[config.mk]
export PLATFORM = sky130hd
export DESIGN_NAME = rv32im_instruction_decoder_unit
export DESIGN_NICKNAME = d
export VERILOG_FILES = /design/src/rtl/rv32id_pkg.sv /design/src/rtl/rv32im_instruction_decoder_unit.sv
export SDC_FILE = /design/constraint.sdc
export NUM_CORES = 1
export LEC_CHECK = 0
export ABC_AREA = 1
export BUFFER_PORTS_ARGS = -buffer_cell sky130_fd_sc_hd__buf_2
export CAP_MARGIN = 0
export CORE_ASPECT_RATIO = 0.9
export CORE_UTILIZATION = 45
export DETAILED_ROUTE_END_ITERATION = 8
export GPL_TIMING_DRIVEN = 0
export PLACE_DENSITY_LB_ADDON = 0.25
export SYNTH_ARGS = -nofsm -noshare
export SYNTH_HDL_FRONTEND = slang
export SYNTH_SLANG_ARGS = --single-unit
[constraint.sdc]
create_clock -name clock -period 4.6 [get_ports clock]
set_input_delay 0.92 -clock clock [delete_from_list [all_inputs] [get_ports clock]]
set_output_delay 0.92 -clock clock [all_outputs]
set_load 0.03 [all_outputs]
[src/rtl/rv32id_pkg.sv]
package rv32id_pkg;

   // Major opcodes, bits 6:0 of the instruction word.
   localparam logic [6:0] OP_LUI    = 7'b0110111;
   localparam logic [6:0] OP_AUIPC  = 7'b0010111;
   localparam logic [6:0] OP_JAL    = 7'b1101111;
   localparam logic [6:0] OP_JALR   = 7'b1100111;
   localparam logic [6:0] OP_BRANCH = 7'b1100011;
   localparam logic [6:0] OP_LOAD   = 7'b0000011;
   localparam logic [6:0] OP_STORE  = 7'b0100011;
   localparam logic [6:0] OP_IMM    = 7'b0010011;
   localparam logic [6:0] OP_REG    = 7'b0110011;
   localparam logic [6:0] OP_FENCE  = 7'b0001111;
   localparam logic [6:0] OP_SYSTEM = 7'b1110011;

   localparam logic [6:0] F7_BASE = 7'b0000000;
   localparam logic [6:0] F7_ALT  = 7'b0100000;
   localparam logic [6:0] F7_MULD = 7'b0000001;

   // Dense mnemonic codes.
   localparam logic [5:0] MN_UNKNOWN = 6'd0;
   localparam logic [5:0] MN_LUI     = 6'd1;
   localparam logic [5:0] MN_AUIPC   = 6'd2;
   localparam logic [5:0] MN_JAL     = 6'd3;
   localparam logic [5:0] MN_JALR    = 6'd4;
   localparam logic [5:0] MN_BEQ     = 6'd5;
   localparam logic [5:0] MN_BNE     = 6'd6;
   localparam logic [5:0] MN_BLT     = 6'd7;
   localparam logic [5:0] MN_BGE     = 6'd8;
   localparam logic [5:0] MN_BLTU    = 6'd9;
   localparam logic [5:0] MN_BGEU    = 6'd10;
   localparam logic [5:0] MN_LB      = 6'd11;
   localparam logic [5:0] MN_LH      = 6'd12;
   localparam logic [5:0] MN_LW      = 6'd13;
   localparam logic [5:0] MN_LBU     = 6'd14;
   localparam logic [5:0] MN_LHU     = 6'd15;
   localparam logic [5:0] MN_SB      = 6'd16;
   localparam logic [5:0] MN_SH      = 6'd17;
   localparam logic [5:0] MN_SW      = 6'd18;
   localparam logic [5:0] MN_ADDI    = 6'd19;
   localparam logic [5:0] MN_SLTI    = 6'd20;
   localparam logic [5:0] MN_SLTIU   = 6'd21;
   localparam logic [5:0] MN_XORI    = 6'd22;
   localparam logic [5:0] MN_ORI     = 6'd23;
   localparam logic [5:0] MN_ANDI    = 6'd24;
   localparam logic [5:0] MN_SLLI    = 6'd25;
   localparam logic [5:0] MN_SRLI    = 6'd26;
   localparam logic [5:0] MN_SRAI    = 6'd27;
   localparam logic [5:0] MN_ADD     = 6'd28;
   localparam logic [5:0] MN_SUB     = 6'd29;
   localparam logic [5:0] MN_SLL     = 6'd30;
   localparam logic [5:0] MN_SLT     = 6'd31;
   localparam logic [5:0] MN_SLTU    = 6'd32;
   localparam logic [5:0] MN_XOR     = 6'd33;
   localparam logic [5:0] MN_SRL     = 6'd34;
   localparam logic [5:0] MN_SRA     = 6'd35;
   localparam logic [5:0] MN_OR      = 6'd36;
   localparam logic [5:0] MN_AND     = 6'd37;
   localparam logic [5:0] MN_MUL     = 6'd38;
   localparam logic [5:0] MN_FENCE   = 6'd46;
   localparam logic [5:0] MN_ECALL   = 6'd47;
   localparam logic [5:0] MN_EBREAK  = 6'd48;

   // Operand format codes.
   localparam logic [3:0] FMT_NONE  = 4'd0;
   localparam logic [3:0] FMT_U     = 4'd1;
   localparam logic [3:0] FMT_J     = 4'd2;
   localparam logic [3:0] FMT_B     = 4'd3;
   localparam logic [3:0] FMT_LOAD  = 4'd4;
   localparam logic [3:0] FMT_STORE = 4'd5;
   localparam logic [3:0] FMT_IALU  = 4'd6;
   localparam logic [3:0] FMT_SHIFT = 4'd7;
   localparam logic [3:0] FMT_R     = 4'd8;
   localparam logic [3:0] FMT_FENCE = 4'd9;

   typedef struct packed {
      logic [31:0] word;
      logic [31:0] pc;
   } req_type;

   typedef struct packed {
      logic [5:0]         mnemonic;
      logic [3:0]         format;
      logic [4:0]         rd;
      logic [4:0]         rs1;
      logic [4:0]         rs2;
      logic signed [31:0] immediate;
      logic [4:0]         shift_amount;
      logic [31:0]        target;
      logic               needs_label;
   } rsp_type;

endpackage

[src/rtl/rv32im_instruction_decoder_unit.sv]
// RV32IM instruction decoder. An item (instruction word and its address) is
// taken whenever start is high; busy is always low, so one item can enter in
// every cycle. The result appears on rsp_item with rsp_strobe high for exactly
// one cycle. The item passes through the input register and then the result
// register, with the whole decode and the pc-plus-immediate add in the single
// combinational pass between them. Results come out in the order the items
// went in. The receiver cannot stall the block and must take each result in the
// cycle it is shown. Unknown encodings give mnemonic and format zero, with
// immediate, shift amount, target and label flag zero; rd, rs1 and rs2 always
// carry the raw bits.
module rv32im_instruction_decoder_unit (
   input  logic                clock,
   input  logic                reset,
   input  logic                start,
   output logic                busy,
   input  rv32id_pkg::req_type req_item,
   output logic                rsp_strobe,
   output rv32id_pkg::rsp_type rsp_item
);

   logic                req_valid_ff;
   rv32id_pkg::req_type req_ff;
   logic                rsp_strobe_ff;
   rv32id_pkg::rsp_type rsp_ff;
   rv32id_pkg::rsp_type rsp_in;

   logic [31:0] w;
   logic [6:0]  opc;
   logic [2:0]  f3;
   logic [6:0]  f7;
   logic [31:0] imm_i;
   logic [31:0] imm_s;
   logic [31:0] imm_b;
   logic [31:0] imm_j;
   logic [31:0] imm_u;

   assign busy = 1'b0;

   assign w     = req_ff.word;
   assign opc   = w[6:0];
   assign f3    = w[14:12];
   assign f7    = w[31:25];
   assign imm_i = {{20{w[31]}}, w[31:20]};
   assign imm_s = {{20{w[31]}}, w[31:25], w[11:7]};
   assign imm_b = {{20{w[31]}}, w[7], w[30:25], w[11:8], 1'b0};
   assign imm_j = {{12{w[31]}}, w[19:12], w[20], w[30:21], 1'b0};
   assign imm_u = {12'd0, w[31:12]};

   always_comb begin
      logic [5:0]  mn;
      logic [3:0]  fmt;
      logic [31:0] imm;
      logic [4:0]  sh;
      logic        label;

      mn    = rv32id_pkg::MN_UNKNOWN;
      fmt   = rv32id_pkg::FMT_NONE;
      imm   = 32'd0;
      sh    = 5'd0;
      label = 1'b0;

      unique case (opc)
         rv32id_pkg::OP_LUI: begin
            mn  = rv32id_pkg::MN_LUI;
            fmt = rv32id_pkg::FMT_U;
            imm = imm_u;
         end
         rv32id_pkg::OP_AUIPC: begin
            mn  = rv32id_pkg::MN_AUIPC;
            fmt = rv32id_pkg::FMT_U;
            imm = imm_u;
         end
         rv32id_pkg::OP_JAL: begin
            mn    = rv32id_pkg::MN_JAL;
            fmt   = rv32id_pkg::FMT_J;
            imm   = imm_j;
            label = 1'b1;
         end
         rv32id_pkg::OP_JALR: begin
            if (f3 == 3'd0) begin
               mn  = rv32id_pkg::MN_JALR;
               fmt = rv32id_pkg::FMT_LOAD;
               imm = imm_i;
            end
         end
         rv32id_pkg::OP_BRANCH: begin
            unique case (f3)
               3'd0:    mn = rv32id_pkg::MN_BEQ;
               3'd1:    mn = rv32id_pkg::MN_BNE;
               3'd4:    mn = rv32id_pkg::MN_BLT;
               3'd5:    mn = rv32id_pkg::MN_BGE;
               3'd6:    mn = rv32id_pkg::MN_BLTU;
               3'd7:    mn = rv32id_pkg::MN_BGEU;
               default: mn = rv32id_pkg::MN_UNKNOWN;
            endcase
            if (mn != rv32id_pkg::MN_UNKNOWN) begin
               fmt   = rv32id_pkg::FMT_B;
               imm   = imm_b;
               label = 1'b1;
            end
         end
         rv32id_pkg::OP_LOAD: begin
            unique case (f3)
               3'd0:    mn = rv32id_pkg::MN_LB;
               3'd1:    mn = rv32id_pkg::MN_LH;
               3'd2:    mn = rv32id_pkg::MN_LW;
               3'd4:    mn = rv32id_pkg::MN_LBU;
               3'd5:    mn = rv32id_pkg::MN_LHU;
               default: mn = rv32id_pkg::MN_UNKNOWN;
            endcase
            if (mn != rv32id_pkg::MN_UNKNOWN) begin
               fmt = rv32id_pkg::FMT_LOAD;
               imm = imm_i;
            end
         end
         rv32id_pkg::OP_STORE: begin
            unique case (f3)
               3'd0:    mn = rv32id_pkg::MN_SB;
               3'd1:    mn = rv32id_pkg::MN_SH;
               3'd2:    mn = rv32id_pkg::MN_SW;
               default: mn = rv32id_pkg::MN_UNKNOWN;
            endcase
            if (mn != rv32id_pkg::MN_UNKNOWN) begin
               fmt = rv32id_pkg::FMT_STORE;
               imm = imm_s;
            end
         end
         rv32id_pkg::OP_IMM: begin
            unique case (f3)
               3'd0: mn = rv32id_pkg::MN_ADDI;
               3'd2: mn = rv32id_pkg::MN_SLTI;
               3'd3: mn = rv32id_pkg::MN_SLTIU;
               3'd4: mn = rv32id_pkg::MN_XORI;
               3'd6: mn = rv32id_pkg::MN_ORI;
               3'd7: mn = rv32id_pkg::MN_ANDI;
               3'd1: begin
                  if (f7 == rv32id_pkg::F7_BASE) begin
                     mn = rv32id_pkg::MN_SLLI;
                  end
               end
               3'd5: begin
                  if (f7 == rv32id_pkg::F7_BASE) begin
                     mn = rv32id_pkg::MN_SRLI;
                  end else if (f7 == rv32id_pkg::F7_ALT) begin
                     mn = rv32id_pkg::MN_SRAI;
                  end
               end
            endcase
            // Shifts carry their amount instead of an immediate.
            if (f3 == 3'd1 || f3 == 3'd5) begin
               if (mn != rv32id_pkg::MN_UNKNOWN) begin
                  fmt = rv32id_pkg::FMT_SHIFT;
                  sh  = w[24:20];
               end
            end else begin
               fmt = rv32id_pkg::FMT_IALU;
               imm = imm_i;
            end
         end
         rv32id_pkg::OP_REG: begin
            if (f7 == rv32id_pkg::F7_BASE) begin
               unique case (f3)
                  3'd0: mn = rv32id_pkg::MN_ADD;
                  3'd1: mn = rv32id_pkg::MN_SLL;
                  3'd2: mn = rv32id_pkg::MN_SLT;
                  3'd3: mn = rv32id_pkg::MN_SLTU;
                  3'd4: mn = rv32id_pkg::MN_XOR;
                  3'd5: mn = rv32id_pkg::MN_SRL;
                  3'd6: mn = rv32id_pkg::MN_OR;
                  3'd7: mn = rv32id_pkg::MN_AND;
               endcase
            end else if (f7 == rv32id_pkg::F7_ALT) begin
               if (f3 == 3'd0) begin
                  mn = rv32id_pkg::MN_SUB;
               end else if (f3 == 3'd5) begin
                  mn = rv32id_pkg::MN_SRA;
               end
            end else if (f7 == rv32id_pkg::F7_MULD) begin
               // The M extension codes follow funct3 in order from mul.
               mn = rv32id_pkg::MN_MUL + {3'd0, f3};
            end
            if (mn != rv32id_pkg::MN_UNKNOWN) begin
               fmt = rv32id_pkg::FMT_R;
            end
         end
         rv32id_pkg::OP_FENCE: begin
            if (f3 == 3'd0) begin
               mn  = rv32id_pkg::MN_FENCE;
               fmt = rv32id_pkg::FMT_FENCE;
            end
         end
         rv32id_pkg::OP_SYSTEM: begin
            // ecall and ebreak keep format none; bit 20 tells them apart.
            if (f3 == 3'd0 && w[31:21] == 11'd0) begin
               mn = w[20] ? rv32id_pkg::MN_EBREAK : rv32id_pkg::MN_ECALL;
            end
         end
         default: begin
            mn = rv32id_pkg::MN_UNKNOWN;
         end
      endcase

      rsp_in.mnemonic     = mn;
      rsp_in.format       = fmt;
      rsp_in.rd           = w[11:7];
      rsp_in.rs1          = w[19:15];
      rsp_in.rs2          = w[24:20];
      rsp_in.immediate    = imm;
      rsp_in.shift_amount = sh;
      rsp_in.target       = label ? (req_ff.pc + imm) : 32'd0;
      rsp_in.needs_label  = label;
   end

   always_ff @(posedge clock) begin
      if (reset) begin
         req_valid_ff  <= 1'b0;
         rsp_strobe_ff <= 1'b0;
      end else begin
         req_valid_ff  <= start && !busy;
         rsp_strobe_ff <= req_valid_ff;
      end
      req_ff <= req_item;
      rsp_ff <= rsp_in;
   end

   assign rsp_strobe = rsp_strobe_ff;
   assign rsp_item   = rsp_ff;

`ifndef NO_ASSERTIONS
   a_latency: assert property (@(posedge clock) disable iff (reset)
      start |=> ##1 rsp_strobe)
      else $error("accepted item produced no result two cycles later");

   a_no_phantom: assert property (@(posedge clock) disable iff (reset)
      rsp_strobe |-> $past(start, 2))
      else $error("result strobe without an accepted item");

   a_label_fmt: assert property (@(posedge clock) disable iff (reset)
      rsp_strobe && rsp_item.needs_label |->
         (rsp_item.format == rv32id_pkg::FMT_J || rsp_item.format == rv32id_pkg::FMT_B))
      else $error("label flag on a non-control-flow format");

   a_target_zero: assert property (@(posedge clock) disable iff (reset)
      rsp_strobe && !rsp_item.needs_label |-> rsp_item.target == 32'd0)
      else $error("target set without label flag");

   a_unknown_clean: assert property (@(posedge clock) disable iff (reset)
      rsp_strobe && rsp_item.mnemonic == rv32id_pkg::MN_UNKNOWN |->
         rsp_item.format == rv32id_pkg::FMT_NONE && rsp_item.immediate == 32'sd0 &&
         rsp_item.shift_amount == 5'd0)
      else $error("unknown word with nonzero decode fields");
`endif

endmodule

==> metrics.txt <==
number of antenna diodes 0; H-tree depth 4; Combinational Power Share 7.8%; clock slew at reported path FFs 0.07 ns; vias in the first global route 5893; Routed WL per cell 14.7 um; # setup viols final 0; static leakage 0.00463 uW; FILL cells 1447; Worst Path Required 4.93 ns; Seq pwr share 46.8%; Critical Path Fanout Max 12; setup bufs post-CTS 0; chip width 133 um; GRT Util Overall 25.0%; Syn Inst Count 908; max-cap violations 0; Min-Delay Path Class flip-flop to flip-flop; Die ar. 16000 sq um; GP Congestion 0.931; switching pwr 823 uW; CP Capture Type flip-flop; Fmax 0.248 GHz; clock power share 45.5%; area share of the largest cell type after synthesis 44.6%; CORE AREA 14900 sq um; share of layout cells above drive strength 1 23.3%; P_int 2200 uW; largest cells by area after synthesis dfxtp_1 45%, nand2_1 13%, ha_1 7.2%, inv_1 5.6%, nor2_1 5.4%; number of synthesized flops with an enable pin 0; Mapped Nets 1016; die height 120 um; placed cells 1268; CTS tree yes; GRT Residual Overflow 0; CTS buffer count 17; Via density 4.97; hold_buf cts 0; Final Hold Viols 0; Row Count 42; Routed Antenna Nets 0; Post-synth ARST share 0%; Yosys Warn Count 0; area of the mapped netlist 6950 sq um; root buffer cell clkbuf_16; outcome finished clean; worst clock skew 0.0107 ns; First-pass DRT Iterations 5; post-route insts no fill 1300; Max Slew Vio Count 0; Worst Tran Pin Value 0.971 ns; worst skew pair latency 0.44 ns; Switching Share 27.2%; worst vdd ir 280 uV; Residual DRC 0; CTS max path bufs 2; WHS 0.351 ns; pwr dens 351 nW/um^2; final net count 1197; Via Count 6456; Initial Util 46.6%; Top FF cell, synth dfxtp_1; pin count of the biggest net entering global routing 19; DR iter-0 viols 521; Distinct cells, synth 42; post-synthesis sequential area ratio 44.6%; register bit total from synthesis 155; minimum clock period 4.03 ns; first-pass GRT wire length 30.4 mm; io pins 164; crit path DAT 4.37 ns; final period utilization 87.7%; Layout area overhead 23.8%; Sink Count 155; CP startpoint kind flip-flop; Post-Route WL 19.1 mm; CTS resizes 0; Max-slew headroom 34.9%; Final HPWL DP 15.1 mm; I/O Buffers 162; RSZ-0062 raised after global routing false; syn avg cell area 7.66 sq um; type of the worst setup path flip-flop to flip-flop; initial antenna violation count 0; Fin Setup TNS 0 ns; post-synth top area cell dfxtp_1
## metrics by stage
| step | power [uW] | setup slack, ns | instance area [sq um] | util [%] |
|---|---|---|---|---|
| final | 3020 | 0.568 | 8610 | 57.7 |
| after global routing | 3150 | 0.309 | 8610 | 57.7 |
| after CTS | 3050 | 0.673 | 8610 | 57.7 |
| after detailed placement | 1670 | 0.701 | 8020 | 53.7 |
| after global placement | 1670 | 0.213 | 8010 | 53.7 |
| after floorplan | 1590 | 1.26 | 6950 | - |
## synth_stat cells (2+ instances only)
cell type	count
nor2_4	5
nand2_2	8
ha_1	40
buf_6	4
o2111ai_1	2
o21a_1	5
a21oi_1	63
o21ai_0	31
nand4_1	8
nor2_1	100
inv_2	10
nor2_2	5
a31oi_1	3
nor2_8	2
nand3b_1	2
nor3_2	2
o22ai_1	3
nor3_1	5
xor2_1	2
nand2_4	2
buf_4	14
or2_2	2
nand3_2	3
inv_1	104
or2_1	2
o21ai_1	3
nor3_4	2
nand2_1	244
o211ai_1	17
nand3_1	37
o21bai_1	9
dfxtp_1	155
nor4_1	4
a21oi_2	2
## per-layer routing
layer / track usage [%] / routed length, um
met5: 0 / 0
met4: 7.26 / 293
met3: 7.22 / 1530
met2: 35.9 / 7760
met1: 36.0 / 9530
## cell families after synthesis
logic type | count (synthesis) | synth area share [%]
XOR/XNOR | 3 | 0.378
AO/OA/AOI/OAI | 140 | 11.6
other | 1 | 0.0539
flip-flops | 155 | 44.6
AND/OR/NAND/NOR | 434 | 27.4
adder cells (fa/ha/maj) | 41 | 7.49
buffers and inverters | 134 | 8.44
## state kept, by name, indices dropped and copies added, names as in the netlist, named ones only
register and count:
req_ff 32, rsp_item 84, rsp_strobe 1, w 32
req_valid_ff 1
## area by class of cell
cell class | instances | area, sq um | share of cell area, %
sequential | 155 | 3100 | 36.0
tap | 198 | 248 | 2.88
clock buffer | 17 | 425 | 4.94
multi-input combinational | 619 | 3270 | 38.0
clock inverter | 15 | 169 | 1.96
inverter | 115 | 432 | 5.01
buffer | 19 | 155 | 1.80
timing repair buffer | 162 | 811 | 9.42
## power by group through the flow
| stage | registers [uW] | logic, uW | clock network, uW |
|---|---|---|---|
| 2_1_floorplan | 1460 | 123 | 0 |
| 3_3_place_gp | 1440 | 227 | 0 |
| 3_5_place_dp | 1440 | 230 | 0 |
| 4_1_cts | 1410 | 232 | 1400 |
| 5_1_grt | 1420 | 259 | 1470 |
| 6_report | 1410 | 235 | 1380 |
## final timing paths
check                start                       to  slack [ns]  cells after the start
min          w[24]$_DFF_P_     rsp_item[74]$_DFF_P_        0.35                      0
min reg2reg  w[24]$_DFF_P_     rsp_item[74]$_DFF_P_        0.35                      0
max          w[14]$_DFF_P_  rsp_item[32]$_SDFF_PN0_        0.57                     17
max reg2reg  w[14]$_DFF_P_  rsp_item[32]$_SDFF_PN0_        0.57                     17
## placed cells by master, fill, tap and decap left out, types with 2 or more instances in the layout
cell,count
a21oi_1,63
a21oi_2,2
a31oi_1,3
buf_2,163
buf_4,14
buf_6,4
clkbuf_16,17
clkinv_8,3
dfxtp_1,155
ha_1,40
inv_1,104
inv_2,10
inv_6,5
inv_8,6
nand2_1,244
nand2_2,8
nand2_4,2
nand3_1,37
nand3_2,3
nand3b_1,2
nand4_1,8
nor2_1,100
nor2_2,5
nor2_4,5
nor2_8,2
nor3_1,4
nor3_2,3
nor3_4,2
nor4_1,4
o2111ai_1,2
o211ai_1,17
o21a_1,5
o21ai_0,31
o21ai_1,3
o21bai_1,9
o22ai_1,3
or2_1,2
or2_2,2
xor2_1,2
## worst max-delay path: stages (launching register included)
cell      delay, ns
dfxtp_1        0.39
buf_6          0.18
clkinv_1       0.30
ha_1           0.35
nor2_4         0.19
inv_2          0.07
nand2_4        0.10
nor3_4         0.08
nor3_2         0.78
ha_1           0.44
nand2_1        0.17
inv_1          0.05
a21oi_1        0.20
nand2_1        0.11
a21oi_1        0.14
nand2_1        0.15
a21oi_1        0.14
nor2_1         0.06
(Power assumes the default switching activity.)
